$ cat src/hdl/ready_queue_min_priority_top_defines.svh
// Assertion macros shared by the ready queue RTL.
`ifndef READY_QUEUE_MIN_PRIORITY_TOP_DEFINES_SVH
`define READY_QUEUE_MIN_PRIORITY_TOP_DEFINES_SVH

`ifndef SYNTHESIS
`define RQMP_ASSERT_ALWAYS(name, cond, msg) \
    name: assert property (@(posedge aclk) disable iff (!aresetn) (cond)) else $error(msg);
`define RQMP_ASSERT_SAME(name, ante, cons, msg) \
    name: assert property (@(posedge aclk) disable iff (!aresetn) (ante) |-> (cons)) \
        else $error(msg);
`define RQMP_ASSERT_NEXT(name, ante, cons, msg) \
    name: assert property (@(posedge aclk) disable iff (!aresetn) (ante) |=> (cons)) \
        else $error(msg);
`else
`define RQMP_ASSERT_ALWAYS(name, cond, msg)
`define RQMP_ASSERT_SAME(name, ante, cons, msg)
`define RQMP_ASSERT_NEXT(name, ante, cons, msg)
`endif

`endif

$ cat src/hdl/rqmp_pkg.sv
// Shared constants, codes and control/status types of the ready queue.
package rqmp_pkg;

    localparam int DEPTH     = 32;
    localparam int ID_BITS   = 8;
    localparam int PRIO_BITS = 4;
    localparam int OP_W      = 2;
    localparam int STATUS_W  = 2;
    localparam int QLEN_W    = 6;
    localparam int IDX_W     = $clog2(DEPTH);
    localparam int CNT_W     = $clog2(DEPTH + 1);
    localparam int WORD_W    = ID_BITS + PRIO_BITS;

    typedef enum logic [OP_W-1:0] {
        OP_ENQ  = 2'd0,
        OP_DEQ  = 2'd1,
        OP_PEEK = 2'd2,
        OP_MIN  = 2'd3
    } op_t;

    typedef enum logic [STATUS_W-1:0] {
        ST_OK    = 2'd0,
        ST_EMPTY = 2'd1,
        ST_FULL  = 2'd2
    } status_t;

    // Commands from the controller to the datapath.
    typedef struct packed {
        logic    accept;
        logic    enq;
        logic    dec;
        logic    scan_start;
        logic    scan;
        logic    shift_start;
        logic    shift;
        logic    issue;
        logic    res_load;
        logic    res_take_best;
        status_t res_status;
    } cmd_t;

    // Status from the datapath to the controller.
    typedef struct packed {
        op_t  op;
        logic empty;
        logic full;
        logic at_limit;
    } sts_t;

endpackage

$ cat src/hdl/rqmp_dp.sv
// Datapath of the ready queue: slot memory, entry count, scan and shift logic, result registers.
module rqmp_dp (
    input  logic                          aclk,
    input  logic                          aresetn,
    input  rqmp_pkg::cmd_t                cmd,
    output rqmp_pkg::sts_t                sts,
    input  logic [rqmp_pkg::OP_W-1:0]     s_op,
    input  logic [rqmp_pkg::ID_BITS-1:0]  s_proc_id,
    input  logic [rqmp_pkg::PRIO_BITS-1:0] s_prio_in,
    output logic [rqmp_pkg::ID_BITS-1:0]  m_out_proc_id,
    output logic [rqmp_pkg::PRIO_BITS-1:0] m_out_prio,
    output logic [rqmp_pkg::STATUS_W-1:0] m_status,
    output logic [rqmp_pkg::QLEN_W-1:0]   m_queue_length
);
    import rqmp_pkg::*;

    logic [WORD_W-1:0]    mem [DEPTH];

    op_t                  op_reg;
    logic [ID_BITS-1:0]   id_reg;
    logic [PRIO_BITS-1:0] prio_reg;

    logic [CNT_W-1:0]     count_reg, count_next;
    logic [CNT_W-1:0]     ptr_reg, ptr_next;
    logic [CNT_W-1:0]     limit_reg, limit_next;
    logic                 rvalid_reg;
    logic [IDX_W-1:0]     raddr_reg;
    logic [WORD_W-1:0]    rdata_reg;

    logic                 best_valid_reg, best_valid_next;
    logic [IDX_W-1:0]     best_idx_reg, best_idx_next;
    logic [ID_BITS-1:0]   best_id_reg, best_id_next;
    logic [PRIO_BITS-1:0] best_prio_reg, best_prio_next;

    logic [ID_BITS-1:0]   out_id_reg;
    logic [PRIO_BITS-1:0] out_prio_reg;
    status_t              out_status_reg;
    logic [QLEN_W-1:0]    out_len_reg;

    logic [ID_BITS-1:0]   rd_id;
    logic [PRIO_BITS-1:0] rd_prio;
    logic                 wr_en;
    logic [IDX_W-1:0]     wr_addr;
    logic [WORD_W-1:0]    wr_data;

    assign rd_id   = rdata_reg[WORD_W-1:PRIO_BITS];
    assign rd_prio = rdata_reg[PRIO_BITS-1:0];

    // During a shift, the word read from slot k lands in slot k-1.
    assign wr_en   = cmd.enq | (cmd.shift & rvalid_reg);
    assign wr_addr = cmd.enq ? count_reg[IDX_W-1:0] : IDX_W'(raddr_reg - 1'b1);
    assign wr_data = cmd.enq ? {id_reg, prio_reg} : rdata_reg;

    always_ff @(posedge aclk) begin
        if (wr_en) begin
            mem[wr_addr] <= wr_data;
        end
        if (cmd.issue) begin
            rdata_reg <= mem[ptr_reg[IDX_W-1:0]];
        end
    end

    always_comb begin
        count_next      = count_reg;
        ptr_next        = ptr_reg;
        limit_next      = limit_reg;
        best_valid_next = best_valid_reg;
        best_idx_next   = best_idx_reg;
        best_id_next    = best_id_reg;
        best_prio_next  = best_prio_reg;

        if (cmd.enq) begin
            count_next = count_reg + 1'b1;
        end else if (cmd.dec) begin
            count_next = count_reg - 1'b1;
        end

        if (cmd.scan_start) begin
            ptr_next        = '0;
            limit_next      = (op_reg == OP_MIN) ? count_reg : CNT_W'(1);
            best_valid_next = 1'b0;
        end else if (cmd.shift_start) begin
            ptr_next   = CNT_W'(best_idx_reg) + 1'b1;
            limit_next = count_reg;
        end else if (cmd.issue) begin
            ptr_next = ptr_reg + 1'b1;
        end

        // Strict less-than keeps the entry nearest the head on a tie.
        if (cmd.scan && rvalid_reg && (!best_valid_reg || rd_prio < best_prio_reg)) begin
            best_valid_next = 1'b1;
            best_idx_next   = raddr_reg;
            best_id_next    = rd_id;
            best_prio_next  = rd_prio;
        end
    end

    always_ff @(posedge aclk) begin
        if (!aresetn) begin
            count_reg      <= '0;
            rvalid_reg     <= 1'b0;
            ptr_reg        <= '0;
            limit_reg      <= '0;
            best_valid_reg <= 1'b0;
        end else begin
            count_reg      <= count_next;
            rvalid_reg     <= cmd.issue;
            ptr_reg        <= ptr_next;
            limit_reg      <= limit_next;
            best_valid_reg <= best_valid_next;
        end
    end

    always_ff @(posedge aclk) begin
        if (cmd.accept) begin
            op_reg   <= op_t'(s_op);
            id_reg   <= s_proc_id;
            prio_reg <= s_prio_in;
        end
        if (cmd.issue) begin
            raddr_reg <= ptr_reg[IDX_W-1:0];
        end
        best_idx_reg  <= best_idx_next;
        best_id_reg   <= best_id_next;
        best_prio_reg <= best_prio_next;
        if (cmd.res_load) begin
            out_id_reg     <= cmd.res_take_best ? best_id_reg : '0;
            out_prio_reg   <= cmd.res_take_best ? best_prio_reg : '0;
            out_status_reg <= cmd.res_status;
            out_len_reg    <= QLEN_W'(count_reg);
        end
    end

    assign sts.op       = op_reg;
    assign sts.empty    = (count_reg == '0);
    assign sts.full     = (count_reg == CNT_W'(DEPTH));
    assign sts.at_limit = (ptr_reg == limit_reg);

    assign m_out_proc_id  = out_id_reg;
    assign m_out_prio     = out_prio_reg;
    assign m_status       = out_status_reg;
    assign m_queue_length = out_len_reg;

endmodule

$ cat src/hdl/rqmp_ctrl.sv
// Controller state machine of the ready queue: request sequencing and output handshake.
module rqmp_ctrl (
    input  logic           aclk,
    input  logic           aresetn,
    input  logic           s_valid,
    output logic           s_ready,
    output logic           m_valid,
    input  logic           m_ready,
    input  rqmp_pkg::sts_t sts,
    output rqmp_pkg::cmd_t cmd
);
    import rqmp_pkg::*;

    typedef enum logic [6:0] {
        S_IDLE      = 7'b0000001,
        S_DECIDE    = 7'b0000010,
        S_SCAN      = 7'b0000100,
        S_SCAN_END  = 7'b0001000,
        S_SHIFT     = 7'b0010000,
        S_SHIFT_END = 7'b0100000,
        S_FINISH    = 7'b1000000
    } state_t;

    state_t  state_reg, state_next;
    status_t st_reg, st_next;
    logic    m_valid_reg, m_valid_next;
    logic    out_free;

    assign out_free = !m_valid_reg || m_ready;

    always_comb begin
        state_next        = state_reg;
        st_next           = st_reg;
        cmd               = '0;
        cmd.res_status    = st_reg;
        cmd.res_take_best = (sts.op != OP_ENQ) && (st_reg == ST_OK);
        s_ready           = 1'b0;

        case (state_reg)
            S_IDLE: begin
                // No request is taken while reset is held.
                s_ready = aresetn;
                if (s_valid && aresetn) begin
                    cmd.accept = 1'b1;
                    state_next = S_DECIDE;
                end
            end
            S_DECIDE: begin
                if (sts.op == OP_ENQ) begin
                    if (sts.full) begin
                        st_next = ST_FULL;
                    end else begin
                        cmd.enq = 1'b1;
                        st_next = ST_OK;
                    end
                    state_next = S_FINISH;
                end else if (sts.empty) begin
                    st_next    = ST_EMPTY;
                    state_next = S_FINISH;
                end else begin
                    cmd.scan_start = 1'b1;
                    st_next        = ST_OK;
                    state_next     = S_SCAN;
                end
            end
            S_SCAN: begin
                cmd.scan = 1'b1;
                if (!sts.at_limit) begin
                    cmd.issue = 1'b1;
                end else begin
                    state_next = S_SCAN_END;
                end
            end
            S_SCAN_END: begin
                if (sts.op == OP_PEEK) begin
                    state_next = S_FINISH;
                end else begin
                    cmd.shift_start = 1'b1;
                    state_next      = S_SHIFT;
                end
            end
            S_SHIFT: begin
                cmd.shift = 1'b1;
                if (!sts.at_limit) begin
                    cmd.issue = 1'b1;
                end else begin
                    state_next = S_SHIFT_END;
                end
            end
            S_SHIFT_END: begin
                cmd.dec    = 1'b1;
                state_next = S_FINISH;
            end
            S_FINISH: begin
                if (out_free) begin
                    cmd.res_load = 1'b1;
                    state_next   = S_IDLE;
                end
            end
            default: begin
                state_next = S_IDLE;
            end
        endcase

        m_valid_next = m_valid_reg;
        if (cmd.res_load) begin
            m_valid_next = 1'b1;
        end else if (m_ready) begin
            m_valid_next = 1'b0;
        end
    end

    always_ff @(posedge aclk) begin
        if (!aresetn) begin
            state_reg   <= S_IDLE;
            st_reg      <= ST_OK;
            m_valid_reg <= 1'b0;
        end else begin
            state_reg   <= state_next;
            st_reg      <= st_next;
            m_valid_reg <= m_valid_next;
        end
    end

    assign m_valid = m_valid_reg;

endmodule

$ cat src/hdl/ready_queue_min_priority_top.sv
// Top level of the ready queue with enqueue, dequeue, peek and remove-min requests.
//
//   Channel   Direction   Handshake            Payload
//   s_        in          s_valid / s_ready    s_op, s_proc_id, s_prio_in
//   m_        out         m_valid / m_ready    m_out_proc_id, m_out_prio, m_status,
//                                              m_queue_length
//
// One request at a time. Enqueue and any request on an empty queue make no pass over the slot
// memory; peek reads the head slot; dequeue reads the head and then shifts the later slots up by
// one; remove-min makes one pass over the slot memory to find the first entry with the lowest
// priority, then a second pass shifts the later slots up by one.
// Reset (synchronous, active low) empties the queue; no memory clearing is needed.
// A held result does not stop the next request; that request waits in its last cycle.
`include "ready_queue_min_priority_top_defines.svh"

module ready_queue_min_priority_top (
    input  logic                           aclk,
    input  logic                           aresetn,
    input  logic                           s_valid,
    output logic                           s_ready,
    input  logic [rqmp_pkg::OP_W-1:0]      s_op,
    input  logic [rqmp_pkg::ID_BITS-1:0]   s_proc_id,
    input  logic [rqmp_pkg::PRIO_BITS-1:0] s_prio_in,
    output logic                           m_valid,
    input  logic                           m_ready,
    output logic [rqmp_pkg::ID_BITS-1:0]   m_out_proc_id,
    output logic [rqmp_pkg::PRIO_BITS-1:0] m_out_prio,
    output logic [rqmp_pkg::STATUS_W-1:0]  m_status,
    output logic [rqmp_pkg::QLEN_W-1:0]    m_queue_length
);
    import rqmp_pkg::*;

    cmd_t cmd;
    sts_t sts;
    logic shown_full;
    logic shown_empty;
    logic fields_zero;

    rqmp_ctrl u_ctrl (
        .aclk    (aclk),
        .aresetn (aresetn),
        .s_valid (s_valid),
        .s_ready (s_ready),
        .m_valid (m_valid),
        .m_ready (m_ready),
        .sts     (sts),
        .cmd     (cmd)
    );

    rqmp_dp u_dp (
        .aclk           (aclk),
        .aresetn        (aresetn),
        .cmd            (cmd),
        .sts            (sts),
        .s_op           (s_op),
        .s_proc_id      (s_proc_id),
        .s_prio_in      (s_prio_in),
        .m_out_proc_id  (m_out_proc_id),
        .m_out_prio     (m_out_prio),
        .m_status       (m_status),
        .m_queue_length (m_queue_length)
    );

    assign shown_full  = m_valid && (m_status == ST_FULL);
    assign shown_empty = m_valid && (m_status == ST_EMPTY);
    assign fields_zero = (m_queue_length == '0) && (m_out_proc_id == '0) && (m_out_prio == '0);

    `RQMP_ASSERT_SAME(a_full_len, shown_full, m_queue_length == QLEN_W'(DEPTH), "full on short queue")
    `RQMP_ASSERT_SAME(a_empty_zero, shown_empty, fields_zero, "empty status with nonzero fields")
    `RQMP_ASSERT_ALWAYS(a_one_write, !(cmd.enq && (cmd.shift || cmd.dec)), "append hits a shift")
    `RQMP_ASSERT_NEXT(a_result_shown, cmd.res_load, m_valid, "loaded result not presented")

endmodule

$ cat config.mk
export PLATFORM = sky130hd
export DESIGN_NAME = ready_queue_min_priority_top
export DESIGN_NICKNAME = d
export VERILOG_FILES = /design/src/hdl/rqmp_pkg.sv /design/src/hdl/rqmp_dp.sv /design/src/hdl/rqmp_ctrl.sv /design/src/hdl/ready_queue_min_priority_top.sv
export VERILOG_INCLUDE_DIRS = /design/src /design/src/hdl
export SDC_FILE = /design/constraint.sdc
export NUM_CORES = 1
export LEC_CHECK = 0
export ABC_AREA = 0
export BUFFER_PORTS_ARGS = -buffer_cell sky130_fd_sc_hd__buf_4
export CAP_MARGIN = 20
export CORE_MARGIN = 2
export CORE_UTILIZATION = 50
export CTS_BUF_LIST = sky130_fd_sc_hd__clkbuf_8
export CTS_CLUSTER_SIZE = 16
export DETAILED_ROUTE_END_ITERATION = 10
export GPL_TIMING_DRIVEN = 0
export PLACE_DENSITY_LB_ADDON = 0.05
export RECOVER_POWER = 50
export SYNTH_ARGS = -nofsm -noshare
export SYNTH_HDL_FRONTEND = slang
export SYNTH_SLANG_ARGS = --single-unit
$ cat constraint.sdc
create_clock -name aclk -period 5.65 [get_ports aclk]
set_clock_uncertainty 0.2 [all_clocks]
set_input_delay 1.13 -clock aclk [delete_from_list [all_inputs] [get_ports aclk]]
set_output_delay 1.13 -clock aclk [all_outputs]
set_load 0.01 [all_outputs]
==> results by stage <==
Status:
- The run finished, with violations left.
- The checks that failed: capacitance limit, slew limit.

Critical path:
- The critical path endpoint category is a flip-flop.
- STA puts the critical path data arrival time at around 4.4 ns.
- The worst setup path is launched from a flip-flop.
- For the worst setup path, the data required time is between 5 and 6 ns.
- The critical path start-end classification is reg2reg.
- The worst-path maximum fanout is 32.

Synthesis:
- The async set-reset flop share out of synthesis is 0%.
- The number of synthesis warnings is 0.
- The most used flip-flop cell after synthesis is sky130_fd_sc_hd__edfxtp_1.
- The net count after synthesis is ~970.
- The synthesized design spends more area on one cell type than any other, namely sky130_fd_sc_hd__edfxtp_1.
- The synthesized-area fraction occupied by ao, oa, aoi and oai cells is roughly 2.3%.
- The largest family of logic cells by synthesized area is multiplexers.
- By area the synthesized netlist is led by sky130_fd_sc_hd__edfxtp_1 71%, sky130_fd_sc_hd__mux4_2 14%, sky130_fd_sc_hd__dfxtp_1 3.1%.
- After synthesis the cells add up to between 15,000 and 20,000 um2.
- After Yosys synthesis, and, or, nand and nor cells account for between 4 and 5% of the synthesized area.
- The synthesized design contains approximately 480 register bits.
- The synthesized netlist devotes less than 1% of its cell area to adder and majority cells.
- The share of cell area taken by muxes after synthesis is 16.4%.
- Yosys mapped a number of flops with a built-in enable equal to approximately 450.
- The cell count after synthesis came out at around 940.
- Summing the areas of all xor and xnor instances in the mapped netlist gives between 1 and 1.5% of the synthesized area.
- Of the post-synthesis cell area, the dominant cell type holds between 70% and 80%.
- In this run, distinct cell masters in the synthesized netlist total between 60 and 70.
- The sequential cell area fraction in the yosys report is around three quarters.
- The synthesized area divided by synthesized cell count is slightly above 20 um2.

Pwr:
- Sequential cells burn between 50 and 60% of the power.
- The fraction of power spent switching nets is between 20% and 30%.
- Per report_power, the combinational group accounts for 0.8% of the total.
- The share of power burned in the clock network is around two fifths.
- IR analysis of the VDD net gives a maximum drop of roughly 0.15 mV.
- The internal power consumption is around 0.0052 W.
- In this run the power density over the cells is 304 nW/um2.
- The leakage power total is about 6.9 nW.
- For this design the total switching power over the nets is 0.00137 W.

Clock network:
- The clock tree from TritonCTS is yes.
- Buffers inserted during clock tree synthesis total 80.
- Once the clock tree was built, the setup fixing pass inserted 0 buffers.
- CTS saw slightly below 500 sinks.
- Hold repair after CTS inserted 0 buffers.
- The clock root buffer is sky130_fd_sc_hd__clkbuf_8.
- In this run, post-CTS repair resized a total of 0 instances.
- The post-CTS clock slew at the launch and capture registers of the worst setup and hold paths is 0.06 ns.
- Counting along the longest clock path gives a buffer depth of 3.
- The clock latency on the worst-skew pair is around 0.62 ns.
- The H-tree was split into 3 levels.

GRT:
- The total track usage is 22.1%.
- Global routing finished with a remaining overflow of 0.
- The first global-routing pass estimated 62,000 um of wire.
- The largest net degree at the start of global routing is 33.
- The via count of the first global-routing pass came to about 9,500.
- The initial antenna violation count is 0.

Timing:
- The final number of hold-violating endpoints is 0.
- The transition time of the tightest slew-check pin is 1.66 ns.
- The number of failing setup endpoints in the final timing report is 0.
- Setup repair after global routing left no endpoint under its margin.
- Dividing the final minimum period by the clock period gives between 70 and 80%.
- Setup slack closes at about 1.3 ns.
- For this run, the top clock speed supported by timing is around 230 MHz.
- Subtracting the final worst setup slack from the clock period gives ~4.4 ns.
- The headroom to the max-slew limit is -13.2%.
- The count of final max-slew check failures is 7.

Detailed routing:
- For this run, the detailed router's first-pass iteration total came to 5.
- The detailed-route wire length per cell is 25.4 um.
- For this run, design rule violations remaining after detail routing come to 0.
- The total vias in the final route is around 9,600.
- The number of nets with antenna violations after detailed routing is 0.
- The DRC marker count from the first detailed-route iteration is between 700 and 800.
- For this block, the routed nets add up to about 42,000 um of wire.
- Dividing the detail-routed via count by the number of cells gives around 5.7.

Flow run:
- The total of max-cap violations is 1.

Floorplan:
- The initial core utilization is between 50% and 60%.
- The die covers 39,900 um2.
- For this design the top-level I/O count stands at 40.
- The floorplan die height is approximately 200 um.
- The placeable core region is 37,700 um2.
- The floorplan has ~70 rows.
- The die is 200 um wide.

Layout:
- The share of final-layout standard cells stronger than drive strength 1 is a little over a quarter.
- The filler cells instantiated in the layout total 2,886.
- Once layout is done, the placed cells without fillers occupy between 20,000 and 25,000 um2.
- Cells fill between 50 and 60% of the core in the end.
- The count of inserted antenna diode cells is 0.
- The flip-flop count of the largest register after layout is about 380.
- At the end of the flow, the number of nets in the layout was ~1,100.
- The layout overhead on the synthesized area is 13.6%.

Place:
- Summing all placed instances gives a cell area of just over 20,000 um2.
- The worst slack at placement is approximately 1.7 ns.
- The congestion estimate from routability-driven global placement came to 0.840.
- The post-detailed-placement half-perimeter wirelength is 28,500 um.
- During placement, the flow inserted port buffers numbering 39.

Min path:
- The min-delay analysis places its worst path in the category reg2reg.
-- per-stage QoR --
stage	hold slack, ns	std cells	TNS (ns)	power [W]
floorplan	0.206	938	0	0.00397
global placement	0.213	1488	-8.43	0.00399
detailed placement	0.217	1515	0	0.00399
CTS	0.229	1660	0	0.00670
global route	0.245	1661	0	0.00687
finish	0.230	1661	0	0.00662
-- power by group through the flow --
stage | Sequential [W] | Clock (W) | Combinational, W
detailed placement | 0.00394 | 0 | 0.0000539
global route | 0.00386 | 0.00295 | 0.0000570
finish | 0.00387 | 0.00270 | 0.0000516
floorplan | 0.00394 | 0 | 0.0000314
CTS | 0.00387 | 0.00278 | 0.0000542
global placement | 0.00394 | 0 | 0.0000531
-- area by class of cell --
class	count	area (um2)	area share, %
sequential	482	14200	65.1
tap	511	639	2.94
clock inverter	62	272	1.25
timing repair buffer	67	499	2.29
buffer	44	188	0.862
multi-input combinational	401	4820	22.1
clock buffer	83	1140	5.25
inverter	11	46.3	0.213
-- cell usage after synthesis, types with 8 or more instances --
master	n
sky130_fd_sc_hd__dfxtp_1	30
sky130_fd_sc_hd__mux2_2	24
sky130_fd_sc_hd__ha_1	9
sky130_fd_sc_hd__buf_2	8
sky130_fd_sc_hd__o21ai_0	8
sky130_fd_sc_hd__xnor2_1	15
sky130_fd_sc_hd__nand2_1	16
sky130_fd_sc_hd__nor4_1	9
sky130_fd_sc_hd__edfxtp_1	452
sky130_fd_sc_hd__a21oi_1	13
sky130_fd_sc_hd__inv_1	10
sky130_fd_sc_hd__mux4_2	120
sky130_fd_sc_hd__nor3_1	33
sky130_fd_sc_hd__and2_1	15
sky130_fd_sc_hd__mux2i_1	12
sky130_fd_sc_hd__clkbuf_1	24
sky130_fd_sc_hd__and3_1	11
sky130_fd_sc_hd__nor2_1	24
sky130_fd_sc_hd__buf_1	8
-- final timing paths --
path,slack (ns),from,to,cells after the start
setup / recovery,1.27,u_ctrl.state_reg[2],u_dp.mem[7][4],7
hold / removal,0.23,u_dp.ptr_reg[4],u_dp.raddr_reg[4],0
setup reg to reg,1.27,u_ctrl.state_reg[2],u_dp.mem[7][4],7
hold reg to reg,0.23,u_dp.ptr_reg[4],u_dp.raddr_reg[4],0
-- cells in the final DEF (no fill, tap or decap), drive strengths merged, types with 3 or more instances in the layout --
master	Yosys	routed
o21ai	11	11
mux2i	14	14
dfxtp	30	30
mux2	26	26
and3	11	11
nand2	16	16
or3	3	3
clkinvlp	0	5
ha	9	9
nand2b	6	6
clkbuf	24	150
a21oi	14	14
a21o	7	7
nand4	4	4
a211oi	7	7
clkinv	0	21
edfxtp	452	452
inv	11	47
o22ai	3	3
o32ai	3	3
xor2	7	7
nand3	6	6
buf	20	44
nor2	25	25
and2	15	15
nor4	10	10
and4	3	3
xnor2	15	15
nor3	34	34
mux4	120	120
-- kinds of logic after synthesis --
kind of cell,count (synthesis)
AOI/OAI and AO/OA,63
adders and majority gates,10
muxes,160
xor gates and xnor gates,22
DFF,482
buffers and inverters,55
and+or+nand+nor,146
-- metal layers --
| layer | GRT usage, % | wire, um | vias to the layer above |
|---|---|---|---|
| met5 | 0 | 0 | - |
| met4 | 7.63 | 964 | 0 |
| met3 | 4.69 | 2780 | 42 |
| met2 | 33.2 | 19500 | 302 |
| met1 | 32.5 | 19100 | 4990 |
| li1 | - | - | 4216 |
-- critical path, cell delays in order, from the launching register on --
cell,delay (ns)
sky130_fd_sc_hd__dfxtp_1,0.29
sky130_fd_sc_hd__clkbuf_1,0.21
sky130_fd_sc_hd__or3_1,0.44
sky130_fd_sc_hd__or4_1,0.40
sky130_fd_sc_hd__clkbuf_1,0.21
sky130_fd_sc_hd__nor2_1,0.57
sky130_fd_sc_hd__clkbuf_1,0.50
sky130_fd_sc_hd__mux2_1,1.11
No activity file was read; power rests on OpenSTA's default activity.
